`src/rtl/smd_pkg.sv`:
```
package smd_pkg;

    // Delay store depth, a power of two so that address arithmetic wraps.
    localparam int DELAY_FRAMES = 2048;
    localparam int DELAY_AW     = $clog2(DELAY_FRAMES);

    // Sine quantization, a power of two.
    localparam int SINE_ENTRIES = 1024;
    localparam int SINE_AW      = $clog2(SINE_ENTRIES);

    localparam int PHASE_W = 32;
    localparam int SAMP_W  = 16;

    // Quarter-wave polynomial coefficients (Q15).
    localparam logic [15:0] POLY_C1 = 16'd2320;
    localparam logic [15:0] POLY_C2 = 16'd21024;
    localparam logic [15:0] POLY_C3 = 16'd51472;
    localparam logic [15:0] Q15_MAX = 16'd32767;

    // Shared multiplier operand and product widths.
    localparam int MUL_AW = 20;
    localparam int MUL_BW = 18;
    localparam int MUL_PW = MUL_AW + MUL_BW;

    // Delay sum base*2^15 + depth*sine + rounding, signed.
    localparam int T_W = 39;

    // Configuration port.
    localparam int CFG_IW = 3;
    localparam int CFG_DW = 32;

    localparam logic [CFG_IW-1:0] CFG_BASE_DELAY = 3'd0;
    localparam logic [CFG_IW-1:0] CFG_MOD_DEPTH  = 3'd1;
    localparam logic [CFG_IW-1:0] CFG_LFO_STEP   = 3'd2;
    localparam logic [CFG_IW-1:0] CFG_GAIN       = 3'd3;

    localparam logic [18:0] RST_BASE_DELAY = 19'd67738;
    localparam logic [18:0] RST_MOD_DEPTH  = 19'd45158;
    localparam logic [31:0] RST_LFO_STEP   = 32'd24350;
    localparam logic [15:0] RST_GAIN       = 16'd256;

    typedef struct packed {
        logic signed [SAMP_W-1:0] left_in;
        logic signed [SAMP_W-1:0] right_in;
    } t_in_item;

    typedef struct packed {
        logic signed [SAMP_W-1:0] left_out;
        logic signed [SAMP_W-1:0] right_out;
    } t_out_item;

    typedef struct packed {
        logic [18:0]  base_delay;
        logic [18:0]  mod_depth;
        logic [31:0]  lfo_step;
        logic [15:0]  gain;
    } t_cfg;

    typedef struct packed {
        logic                wr_en;
        logic                rd_en;
        logic [DELAY_AW-1:0] delay;
    } t_store_req;

    typedef enum logic [3:0] {
        S_IDLE,
        S_SQ,
        S_CUBE,
        S_POLY,
        S_LIN,
        S_SIN,
        S_DEP,
        S_DLY,
        S_RD,
        S_MIXL,
        S_MIXR,
        S_OUT
    } t_state;

endpackage

```
`src/rtl/smd_mult.sv`:
```
module smd_mult (
    input  logic                              i_clk,
    input  logic signed [smd_pkg::MUL_AW-1:0] i_a,
    input  logic signed [smd_pkg::MUL_BW-1:0] i_b,
    output logic signed [smd_pkg::MUL_PW-1:0] o_prod
);
    import smd_pkg::*;

    logic signed [MUL_PW-1:0] r_prod;

    assign o_prod = r_prod;

    always_ff @(posedge i_clk) begin
        r_prod <= MUL_PW'(i_a) * MUL_PW'(i_b);
    end

endmodule

```
`config.mk`:
```
export PLATFORM = sky130hd
export DESIGN_NAME = smd_mult
export DESIGN_NICKNAME = d
export VERILOG_FILES = /design/src/rtl/smd_pkg.sv /design/src/rtl/smd_mult.sv
export SDC_FILE = /design/constraint.sdc
export NUM_CORES = 1
export LEC_CHECK = 0
export BUFFER_PORTS_ARGS = -buffer_cell sky130_fd_sc_hd__buf_4
export CORE_MARGIN = 3
export CORE_UTILIZATION = 55
export CTS_BUF_LIST = sky130_fd_sc_hd__clkbuf_2
export CTS_CLUSTER_SIZE = 20
export DETAILED_ROUTE_END_ITERATION = 6
export PLACE_DENSITY = 0.73
export SYNTH_ARGS = -nofsm -noshare
export SYNTH_HDL_FRONTEND = slang
export SYNTH_SLANG_ARGS = --single-unit
```
`constraint.sdc`:
```
create_clock -name i_clk -period 19.2 [get_ports i_clk]
set_input_delay 0.96 -clock i_clk [delete_from_list [all_inputs] [get_ports i_clk]]
set_output_delay 0.96 -clock i_clk [all_outputs]
set_load 0.1 [all_outputs]
```
Word level (Yosys, flattened, before mapping)
Cells that the tools add are included.
- shifts and indexed selects: 0
- div/mod/pow operators: 0
- eq/ne operators: 0
- reductions and logical operators: 0
- add/sub/neg operators: 0
- multipliers: 1
- bitwise logic cells: 0
- mux-type cells: 0
- order comparisons: 0
- operators with widths (kind ; count):
    20-bit by 18-bit multiplier with 38-bit output ; 1
- bits in writable memories: 0
- memory bits (read-only): 0
- input port bits: 39
- bits in latches: 0
- word-level logic and storage cells: 2
- flip-flop bits (word level): 38
- memories kept: 0

Longest topological paths before layout
- word-level depth: 1
- depth in mapped cells: 24
- gate-level depth less buffers: 23

Worst setup path before layout
Ideal clock, no wire load.
- path type: input to register
- start point: input i_b[1] (netlist bit)
- end point: register r_prod[36], in the netlist o_prod[36]
- setup time: 0.064 ns
- arrival time: 6.626 ns
- slack: 12.510 ns
- cell stages on the path: 23
- buffers on the path: 1
- data required time: 19.136 ns
- cell sequence: clkbuf_1 and2_1 fa_1 inv_1 fa_1 inv_1 ha_1 inv_1 fa_1 inv_1 fa_1 inv_1 fa_1 inv_1 ha_1 a21oi_1 nand2_1 a31oi_1 or3b_1 o21ai_2 a31oi_1 or4_1 nand4_1
- word-level cells in the longest chain between the ends: 1
- ends and longest elaborated chain (element ; RTL line ; source):
    from (decl) ; smd_mult.sv:4 ; input logic signed [smd_pkg::MUL_BW-1:0] i_b,
    20-bit by 18-bit multiplier with 38-bit output ; smd_mult.sv:14 ; r_prod <= MUL_PW'(i_a) * MUL_PW'(i_b);
    to (signal assigned) ; smd_mult.sv:14 ;
    to (decl) ; smd_mult.sv:9 ; logic signed [MUL_PW-1:0] r_prod;
No other way between the ends.

Worst setup path after layout
- start point: input i_a[19] (netlist bit)
- end point: register r_prod[36], in the netlist o_prod[36]
- word-level cells in the longest chain between the ends: 1
- ends and longest elaborated chain (element ; RTL line ; source):
    from (decl) ; smd_mult.sv:3 ; input logic signed [smd_pkg::MUL_AW-1:0] i_a,
    20-bit by 18-bit multiplier with 38-bit output ; smd_mult.sv:14 ;
No other way between the ends.

==> impl_metrics.env <==
export IMPL_outcome="finished, final reports clean"
export IMPL_track_usage=0.255
export IMPL_multi_input_area_mm2=0.0115
export IMPL_arrival_ps=7190
export IMPL_finalHoldViolCount=0
export IMPL_use_met3=0.0322
export IMPL_die_y_um=165
export IMPL_rsz0062_at_grt="false"
export IMPL_detailedRoute_firstIterationViolations=669
export IMPL_synth_ff_type="dfxtp_1"
export IMPL_synth_edf_count=0
export IMPL_synth_seq_area_share=0.0544
export IMPL_period_minus_slack_ps=6820
export IMPL_syn_inst=1506
export IMPL_final_common_cell="inv_1"
export IMPL_crit_top_cell="inv_1"
export IMPL_synth_top_cell_by_area="fa_1"
export IMPL_synth_area_leaders="fa_1, inv_1, ha_1"
export IMPL_antenna_found_initial=0
export IMPL_die_x_um=165
export IMPL_start_kind="input pin"
export IMPL_drc_errors=0
export IMPL_synth_top_area_share=0.517
export IMPL_post_cts_buffers=0
export IMPL_tightest_slew_ps=688
export IMPL_grtUsageMet2=0.459
export IMPL_dp_cells=1849
export IMPL_crit_path_max_incr_delay_ps=560
export IMPL_area_growth_pct=6.07
export IMPL_largest_reg_flops=38
export IMPL_ant_nets=0
export IMPL_n_antenna_cell=0
export IMPL_path_clk_slew_ps=220
export IMPL_clock_sinks=38
export IMPL_final_max_slew_viol_count=0
export IMPL_dr_total_vias=9903
export IMPL_wl_mm=32.5
export IMPL_worst_setup_path_type="in2reg"
export IMPL_crit_fanout=18
export IMPL_grt_busiest_layer="met2"
export IMPL_cts_tree="yes"
export IMPL_grt_max_degree=21
export IMPL_crit_family="adder cells"
export IMPL_port_buffers=76
export IMPL_grt_pass1_wl_mm=54.1
export IMPL_grtUsageMet1=0.320
export IMPL_vias_per_cell=5.33
export IMPL_whs_ps=876
export IMPL_wl_per_cell_um=17.5
export IMPL_required_ps=19570
export IMPL_cts_root_buf="clkbuf_2"
export IMPL_fmax_mhz=147
export IMPL_overflow=0
export IMPL_yosys_warnings=0
export IMPL_most_common_layout_cells="inv_1, fa_1, nand2_1"
export IMPL_synth_cell_types=46
export IMPL_drive_above_1_share=0.0581
export IMPL_hold_buffers=0
export IMPL_post_route_util=0.601
export IMPL_synth_area_mm2=0.0140
export IMPL_hp_class="in2reg"
export IMPL_grt_pass1_vias=10800
export IMPL_finalSetupTns_ps=0
export IMPL_start_util=0.566
export IMPL_fin_crit_sh=0.355
export IMPL_setup_viol=0
export IMPL_firstDrtPassIters=6
export IMPL_synth_fp_nets=2003
export IMPL_synthArstFlopShare=0
export IMPL_die_area_mm2=0.0274
export IMPL_core_mm2=0.0247
export IMPL_slew_headroom=0.539
export IMPL_critPathBufInv=8
export IMPL_syn_avg_cell_area_um2=9.28
export IMPL_clockBufferDepth=2
export IMPL_ff_latch_area_um2=761
export IMPL_place_congestion=0.913
export IMPL_fin_cells=1857
export IMPL_crit_path_end_kind="flip-flop"
export IMPL_cts_buffers=5
export IMPL_dp_hpwl_mm=27.2
export IMPL_pin_count=77
export IMPL_ys_seq_elements=38
export IMPL_crit_chain="buf_4 > nand2_1 > inv_1 > fa_1 > inv_1 > fa_1 > inv_1 > ha_1 > inv_1 > fa_1 > inv_1 > fa_1 > inv_1 > fa_1 > inv_1 > ha_1 > a21oi_1 > nand2_1 > a31oi_1 > or3b_1 > o21ai_2 > a31oi_1 > or4_1 > nand4_1"
export IMPL_rows=57
export IMPL_nets=2029
export IMPL_htreeDepth=2
export IMPL_timing_max_cap_violations=0
export IMPL_fillCellCount=2164
export IMPL_cp_slowest_cell="fa_1"
export IMPL_ctsResizeCount=0
per-stage QoR:
stage	cell area, um^2	setup slack (ps)
detailed placement	14700	11980
global placement	14700	12140
global route	14800	11990
floorplan	14000	12510
finish	14800	12380
CTS	14800	12420
kinds of logic after synthesis:
family | share of synthesized area
adders and majority gates | 0.604
AOI/OAI and AO/OA | 0.0447
and+or+nand+nor | 0.147
buffers and inverters | 0.125
xor gates and xnor gates | 0.0251
DFF | 0.0544
routing by layer:
layer,vias up,share of wire
met2,340,0.54
li1,4376,-
met4,0,0.033
met1,5116,0.38
met5,-,0
met3,71,0.050
final timing paths:
check / start / endpoint / slack, ps / cells past startpoint
max: i_a[19] / o_prod[36] / 12380 / 24
min: i_b[0] / o_prod[0] / 880 / 2
Yosys cell counts (2+ instances only):
master,number
a211oi_1,7
a21o_1,11
a21oi_1,25
a31oi_1,5
and2_1,174
clkbuf_1,55
dfxtp_1,38
fa_1,361
ha_1,97
inv_1,405
nand2_1,178
nand2b_1,6
nand3_1,6
nand4_1,4
nor2_1,27
nor2b_1,4
nor3_1,6
nor4_1,2
o211ai_1,2
o21a_1,7
o21ai_0,14
o21ai_1,4
o21bai_1,6
o31ai_1,2
xnor2_1,31
xor2_1,9
layout make-up:
| type | instances | area share |
|---|---|---|
| repair buffers | 76 | 0.0385 |
| multi-input cells | 1005 | 0.774 |
| flip-flops and latches | 38 | 0.0513 |
| inverters | 406 | 0.103 |
| well taps | 324 | 0.0273 |
| clock buffers | 5 | 0.00169 |
| clock inverters | 3 | 0.00464 |
Power is not shown: default switching activity piles up to over one toggle a cycle in this logic, so the estimate is an artifact.
