--- config.mk ---
export PLATFORM = sky130hd
export DESIGN_NAME = smd_cfg
export DESIGN_NICKNAME = d
export VERILOG_FILES = /design/src/rtl/smd_pkg.sv /design/src/rtl/smd_cfg.sv
export SDC_FILE = /design/constraint.sdc
export NUM_CORES = 1
export LEC_CHECK = 0
export BUFFER_PORTS_ARGS = -buffer_cell sky130_fd_sc_hd__buf_2
export CAP_MARGIN = 30
export CORE_MARGIN = 1.5
export CORE_UTILIZATION = 48
export DETAILED_ROUTE_END_ITERATION = 10
export PLACE_DENSITY = 0.9
export SLEW_MARGIN = 30
export SYNTH_ARGS = -nofsm -noshare
export SYNTH_HDL_FRONTEND = slang
export SYNTH_SLANG_ARGS = --single-unit
--- constraint.sdc ---
create_clock -name i_clk -period 1.49 [get_ports i_clk]
set_input_delay 0.298 -clock i_clk [delete_from_list [all_inputs] [get_ports i_clk]]
set_output_delay 0.298 -clock i_clk [all_outputs]
set_load 0.02 [all_outputs]
--- src/rtl/smd_pkg.sv ---
package smd_pkg;

    // Delay store depth, a power of two so that address arithmetic wraps.
    localparam int DELAY_FRAMES = 2048;
    localparam int DELAY_AW     = $clog2(DELAY_FRAMES);

    // Sine quantization, a power of two.
    localparam int SINE_ENTRIES = 1024;
    localparam int SINE_AW      = $clog2(SINE_ENTRIES);

    localparam int PHASE_W = 32;
    localparam int SAMP_W  = 16;

    // Quarter-wave polynomial coefficients (Q15).
    localparam logic [15:0] POLY_C1 = 16'd2320;
    localparam logic [15:0] POLY_C2 = 16'd21024;
    localparam logic [15:0] POLY_C3 = 16'd51472;
    localparam logic [15:0] Q15_MAX = 16'd32767;

    // Shared multiplier operand and product widths.
    localparam int MUL_AW = 20;
    localparam int MUL_BW = 18;
    localparam int MUL_PW = MUL_AW + MUL_BW;

    // Delay sum base*2^15 + depth*sine + rounding, signed.
    localparam int T_W = 39;

    // Configuration port.
    localparam int CFG_IW = 3;
    localparam int CFG_DW = 32;

    localparam logic [CFG_IW-1:0] CFG_BASE_DELAY = 3'd0;
    localparam logic [CFG_IW-1:0] CFG_MOD_DEPTH  = 3'd1;
    localparam logic [CFG_IW-1:0] CFG_LFO_STEP   = 3'd2;
    localparam logic [CFG_IW-1:0] CFG_GAIN       = 3'd3;

    localparam logic [18:0] RST_BASE_DELAY = 19'd67738;
    localparam logic [18:0] RST_MOD_DEPTH  = 19'd45158;
    localparam logic [31:0] RST_LFO_STEP   = 32'd24350;
    localparam logic [15:0] RST_GAIN       = 16'd256;

    typedef struct packed {
        logic signed [SAMP_W-1:0] left_in;
        logic signed [SAMP_W-1:0] right_in;
    } t_in_item;

    typedef struct packed {
        logic signed [SAMP_W-1:0] left_out;
        logic signed [SAMP_W-1:0] right_out;
    } t_out_item;

    typedef struct packed {
        logic [18:0]  base_delay;
        logic [18:0]  mod_depth;
        logic [31:0]  lfo_step;
        logic [15:0]  gain;
    } t_cfg;

    typedef struct packed {
        logic                wr_en;
        logic                rd_en;
        logic [DELAY_AW-1:0] delay;
    } t_store_req;

    typedef enum logic [3:0] {
        S_IDLE,
        S_SQ,
        S_CUBE,
        S_POLY,
        S_LIN,
        S_SIN,
        S_DEP,
        S_DLY,
        S_RD,
        S_MIXL,
        S_MIXR,
        S_OUT
    } t_state;

endpackage

--- src/rtl/smd_cfg.sv ---
module smd_cfg (
    input  logic                       i_clk,
    input  logic                       i_rst_n,
    input  logic                       i_cfg_valid,
    output logic                       o_cfg_ready,
    input  logic [smd_pkg::CFG_IW-1:0] i_cfg_index,
    input  logic [smd_pkg::CFG_DW-1:0] i_cfg_data,
    output smd_pkg::t_cfg              o_cfg
);
    import smd_pkg::*;

    t_cfg r_cfg;

    assign o_cfg_ready = 1'b1;
    assign o_cfg       = r_cfg;

    always_ff @(posedge i_clk) begin
        if (!i_rst_n) begin
            r_cfg.base_delay <= RST_BASE_DELAY;
            r_cfg.mod_depth  <= RST_MOD_DEPTH;
            r_cfg.lfo_step   <= RST_LFO_STEP;
            r_cfg.gain       <= RST_GAIN;
        end else if (i_cfg_valid) begin
            case (i_cfg_index)
                CFG_BASE_DELAY: r_cfg.base_delay <= i_cfg_data[18:0];
                CFG_MOD_DEPTH:  r_cfg.mod_depth  <= i_cfg_data[18:0];
                CFG_LFO_STEP:   r_cfg.lfo_step   <= i_cfg_data[31:0];
                CFG_GAIN:       r_cfg.gain       <= i_cfg_data[15:0];
                default: ;
            endcase
        end
    end

endmodule

# After elaboration in Yosys (flattened, before gate mapping)
# Cells that the tools add are included.
[op_classes]
n_reduce_logical = 5
n_eq_ne = 3
[ops]
columns = ["op", "count"]
rows = [
  ["AND reduction 2 bit", 4],
  ["== test 3 x 2 -> 1 bit (second input constant)", 2],
  ["== test 3 x 1 -> 1 bit (second input constant)", 1],
  ["zero test 3 bit", 1],
]
[word_totals]
word_cells = 12
in_bits = 38
output_inout_bits = 87
regBits = 86

# Logic depth before layout (Yosys ltp)
[logic_depth]
word_depth = 2
ltp_mapped = 5
depth_no_buf = 2

# Least setup slack after synthesis
# No wires, ideal clock.
[synth_path]
kind = "in2reg"
startpoint = "input i_cfg_index[0] (netlist name)"
endpoint = "register r_cfg (netlist bit o_cfg[77])"
t_required_ns = 1.366
stages = 3
n_path_buf = 1
slack_ns = 0.257
t_arrival_ns = 1.109
setup_time_ns = 0.124
path_cell_list = "or4b_1 > buf_2 > mux2i_1"
[synth_via]
elab_chain_cells = 2
[synth_lines]
columns = ["item", "line", "source"]
rows = [
  ["start: declaration", "smd_cfg.sv:6", "input logic [smd_pkg::CFG_IW-1:0] i_cfg_index,"],
  ["zero test 3 bit", "smd_cfg.sv:24", "case (i_cfg_index)"],
  ["AND reduction 2 bit (no line)", "--", ""],
  ["end: declaration", "smd_cfg.sv:12", "t_cfg r_cfg;"],
]
# Every way passes these cells.
# A chain may end at the register's enable or synchronous reset.

# Worst setup path in the final report
[layout_path]
startpoint = "register r_cfg (netlist bit o_cfg[29])"
endpoint = "output o_cfg[29] (netlist name)"
[layout_lines]
columns = ["item", "line", "source"]
rows = [
  ["end: declaration", "smd_cfg.sv:8", "output smd_pkg::t_cfg o_cfg"],
]
# No word-level cell between the ends.

==> impl_metrics.ini <==
[outcome]
status = completed

[clock_tree]
cts_buffers = 9
cts_setup_buffers = 0
cts.path.max_buffers = 2
cts_resized = 0
cts_tree = done
cts-root-buf = clkbuf_8
cts_sinks = 86
htree_levels = 3
clock_latency_ns = 0.33
path_clk_slew_ns = 0.08
cts_hold_buf = 0

[floorplan]
ios = 125
core_um2 = 6794
die_area_um2 = 7564
die-width_um = 86.97
row_count = 30
start_util = 0.4982
die_h_um = 86.97

[min_path]
min_from = i_cfg_data[25]
whs_path_depth = 3
hold_path.class = in2reg
min_delay_worst_endpoint = o_cfg[41]

[timing]
fin_ws_ns = 0.3004
setup-violations-final = 0
fmax_ghz = 0.8406
final_max_slew_viol_count = 0
hold_slack_ns = 0.1962
fin_skew_ns = 0
hold_viol = 0
fin_crit_sh = 0.7984
fin_tns_setup_ns = 0
min_period_ns = 1.190
grt_setup_unrepaired = false

[flow_run]
drv_cap = 0

[finish]
insertedDiodeCount = 0
nets = 498
area.growth.synth_to_final_pct = 29.80
fin_cells = 561
multi_input_area_um2 = 1559
regArea_um2 = 1722
largest_register_ff_count = 86
drive_gt1_frac = 0.3290
fillers = 548

[place]
dp_slack_ns = 0.09068
routabilityCongestion = 0.7573
io_buffers = 123
hpwl_um = 5762
dp_cells = 545

[power]
totalPowerFinal_mw = 4.444
p_leak_nw = 2.080
power_frac_comb = 0.097
p_int_mw = 3.396
cellPowerDensity_nw_per_um2 = 1012
clkPwrFrac = 0.369
p_sw_mw = 1.048
sw_frac_of_total = 0.2359
peakVddDrop_mv = 0.5576
power_frac_seq = 0.534

[global_routing]
grt_pass1_vias = 2670
grt_overflow_total = 0
grt_pass1_wl_um = 12520
antenna_found_initial = 0
grt_max_degree = 48
grt_usage = 0.2155

[synth]
synth_warnings = 0
synth_top_area_cell = dfxtp_1
synth.area.top_cells = dfxtp_1 (51%), mux2i_1 (25%), nand2_1 (10%)
ys_seq_area_frac = 0.5087
netlist_area_um2 = 3384
ys_ff_latch = 86
avgSynthCellArea_um2 = 9.984
synth_top_cell_area_share = 0.5087
synth_nets = 377
synth.distinct_cells = 14
synth_cells = 339

[drt]
vias = 2755
drtIter0Drc = 108
routed_via_density = 4.911
wire_per_inst_um = 13.96
wl_um = 7833
final_antenna_net_count = 0
drc = 0
dr.pass1.iters = 4

[setup_path]
reg2reg_slack_ns = 0.79
reg2reg_depth = 2
crit_family = flip-flops
cp.arrival_ns = 0.89
r2r_end = o_cfg[58]
path_cells = buf_2
worstPathMaxFanout = 2
critical_path_class = reg2out
start_kind = flop
endpoint_kind = output pin
max_stage_delay_ns = 0.37
critical-path-slowest-cell = dfxtp_1
cp.required_ns = 1.19
cp_num_buf_inv = 1
worstReg2RegStart = o_cfg[58]
[cells in the final DEF (no fill, tap or decap), types with 2 or more instances in the layout]
cell and n:
clkbuf_8 11, buf_12 6, clkbuf_1 2, buf_4 8
nand2_1 94, mux2i_1 86, buf_2 122, dfxtp_1 86
nor2b_1 40
[worst max path at each step]
| stage | start | end | slack, ns | depth (start not counted) |
|---|---|---|---|---|
| 2_1_floorplan | i_cfg_index[0] | o_cfg[77] | 0.26 | 3 |
| 3_3_place_gp | i_cfg_index[0] | o_cfg[78] | 0.11 | 4 |
| 3_5_place_dp | i_cfg_index[0] | o_cfg[79] | 0.09 | 4 |
| 4_1_cts | o_cfg[29] | o_cfg[29] | 0.28 | 1 |
| 5_1_grt | o_cfg[29] | o_cfg[29] | 0.26 | 1 |
| 6_report | o_cfg[29] | o_cfg[29] | 0.30 | 1 |
[power by group through the flow]
stage | Sequential [mW] | Combinational, mW | Clock [mW]
after floorplan | 2.49 | 0.193 | 0
after global placement | 2.42 | 0.421 | 0
after detailed placement | 2.43 | 0.435 | 0
after CTS | 2.37 | 0.437 | 1.67
after global routing | 2.38 | 0.470 | 1.77
final | 2.37 | 0.433 | 1.64
[synth_stat cells (all sizes together)]
cell type,number
nor4b,1
conb,1
dfxtp,86
and4bb,1
nand2,94
mux2i,86
nand4bb,1
buf,12
clkbuf,14
nor4bb,1
nor2b,40
nand4b,1
or4b,1
[cell families after synthesis]
group                  count (synthesis)  synth area share
buffers and inverters                 26           0.03771
AND/OR/NAND/NOR                      140            0.1982
multiplexers                          86            0.2543
other                                  1          0.001108
flip-flops                            86            0.5087
[per-stage QoR]
step	instance area, um^2	utilization
4_1_cts	4393	0.6466
6_report	4393	0.6466
2_1_floorplan	3385	-
3_5_place_dp	4192	0.6169
3_3_place_gp	4192	0.6169
5_1_grt	4393	0.6466
[layer usage]
metal  up-vias  routed length, um  global-route usage
met4         0                176              0.1026
met2        77               3869              0.3636
met3        15                356             0.04739
met5         -                  0                   0
li1       1348                  -                   -
met1      1315               3431              0.2600
[area by class of cell]
cell class | instances | area share
Clock inverter | 3 | 0.009684
Clock buffer | 13 | 0.03617
Timing Repair Buffer | 136 | 0.1800
Multi-Input combinational cell | 227 | 0.3549
Tap cell | 96 | 0.02734
Sequential cell | 86 | 0.3919
Note: power is estimated with default switching activity, not from simulation.
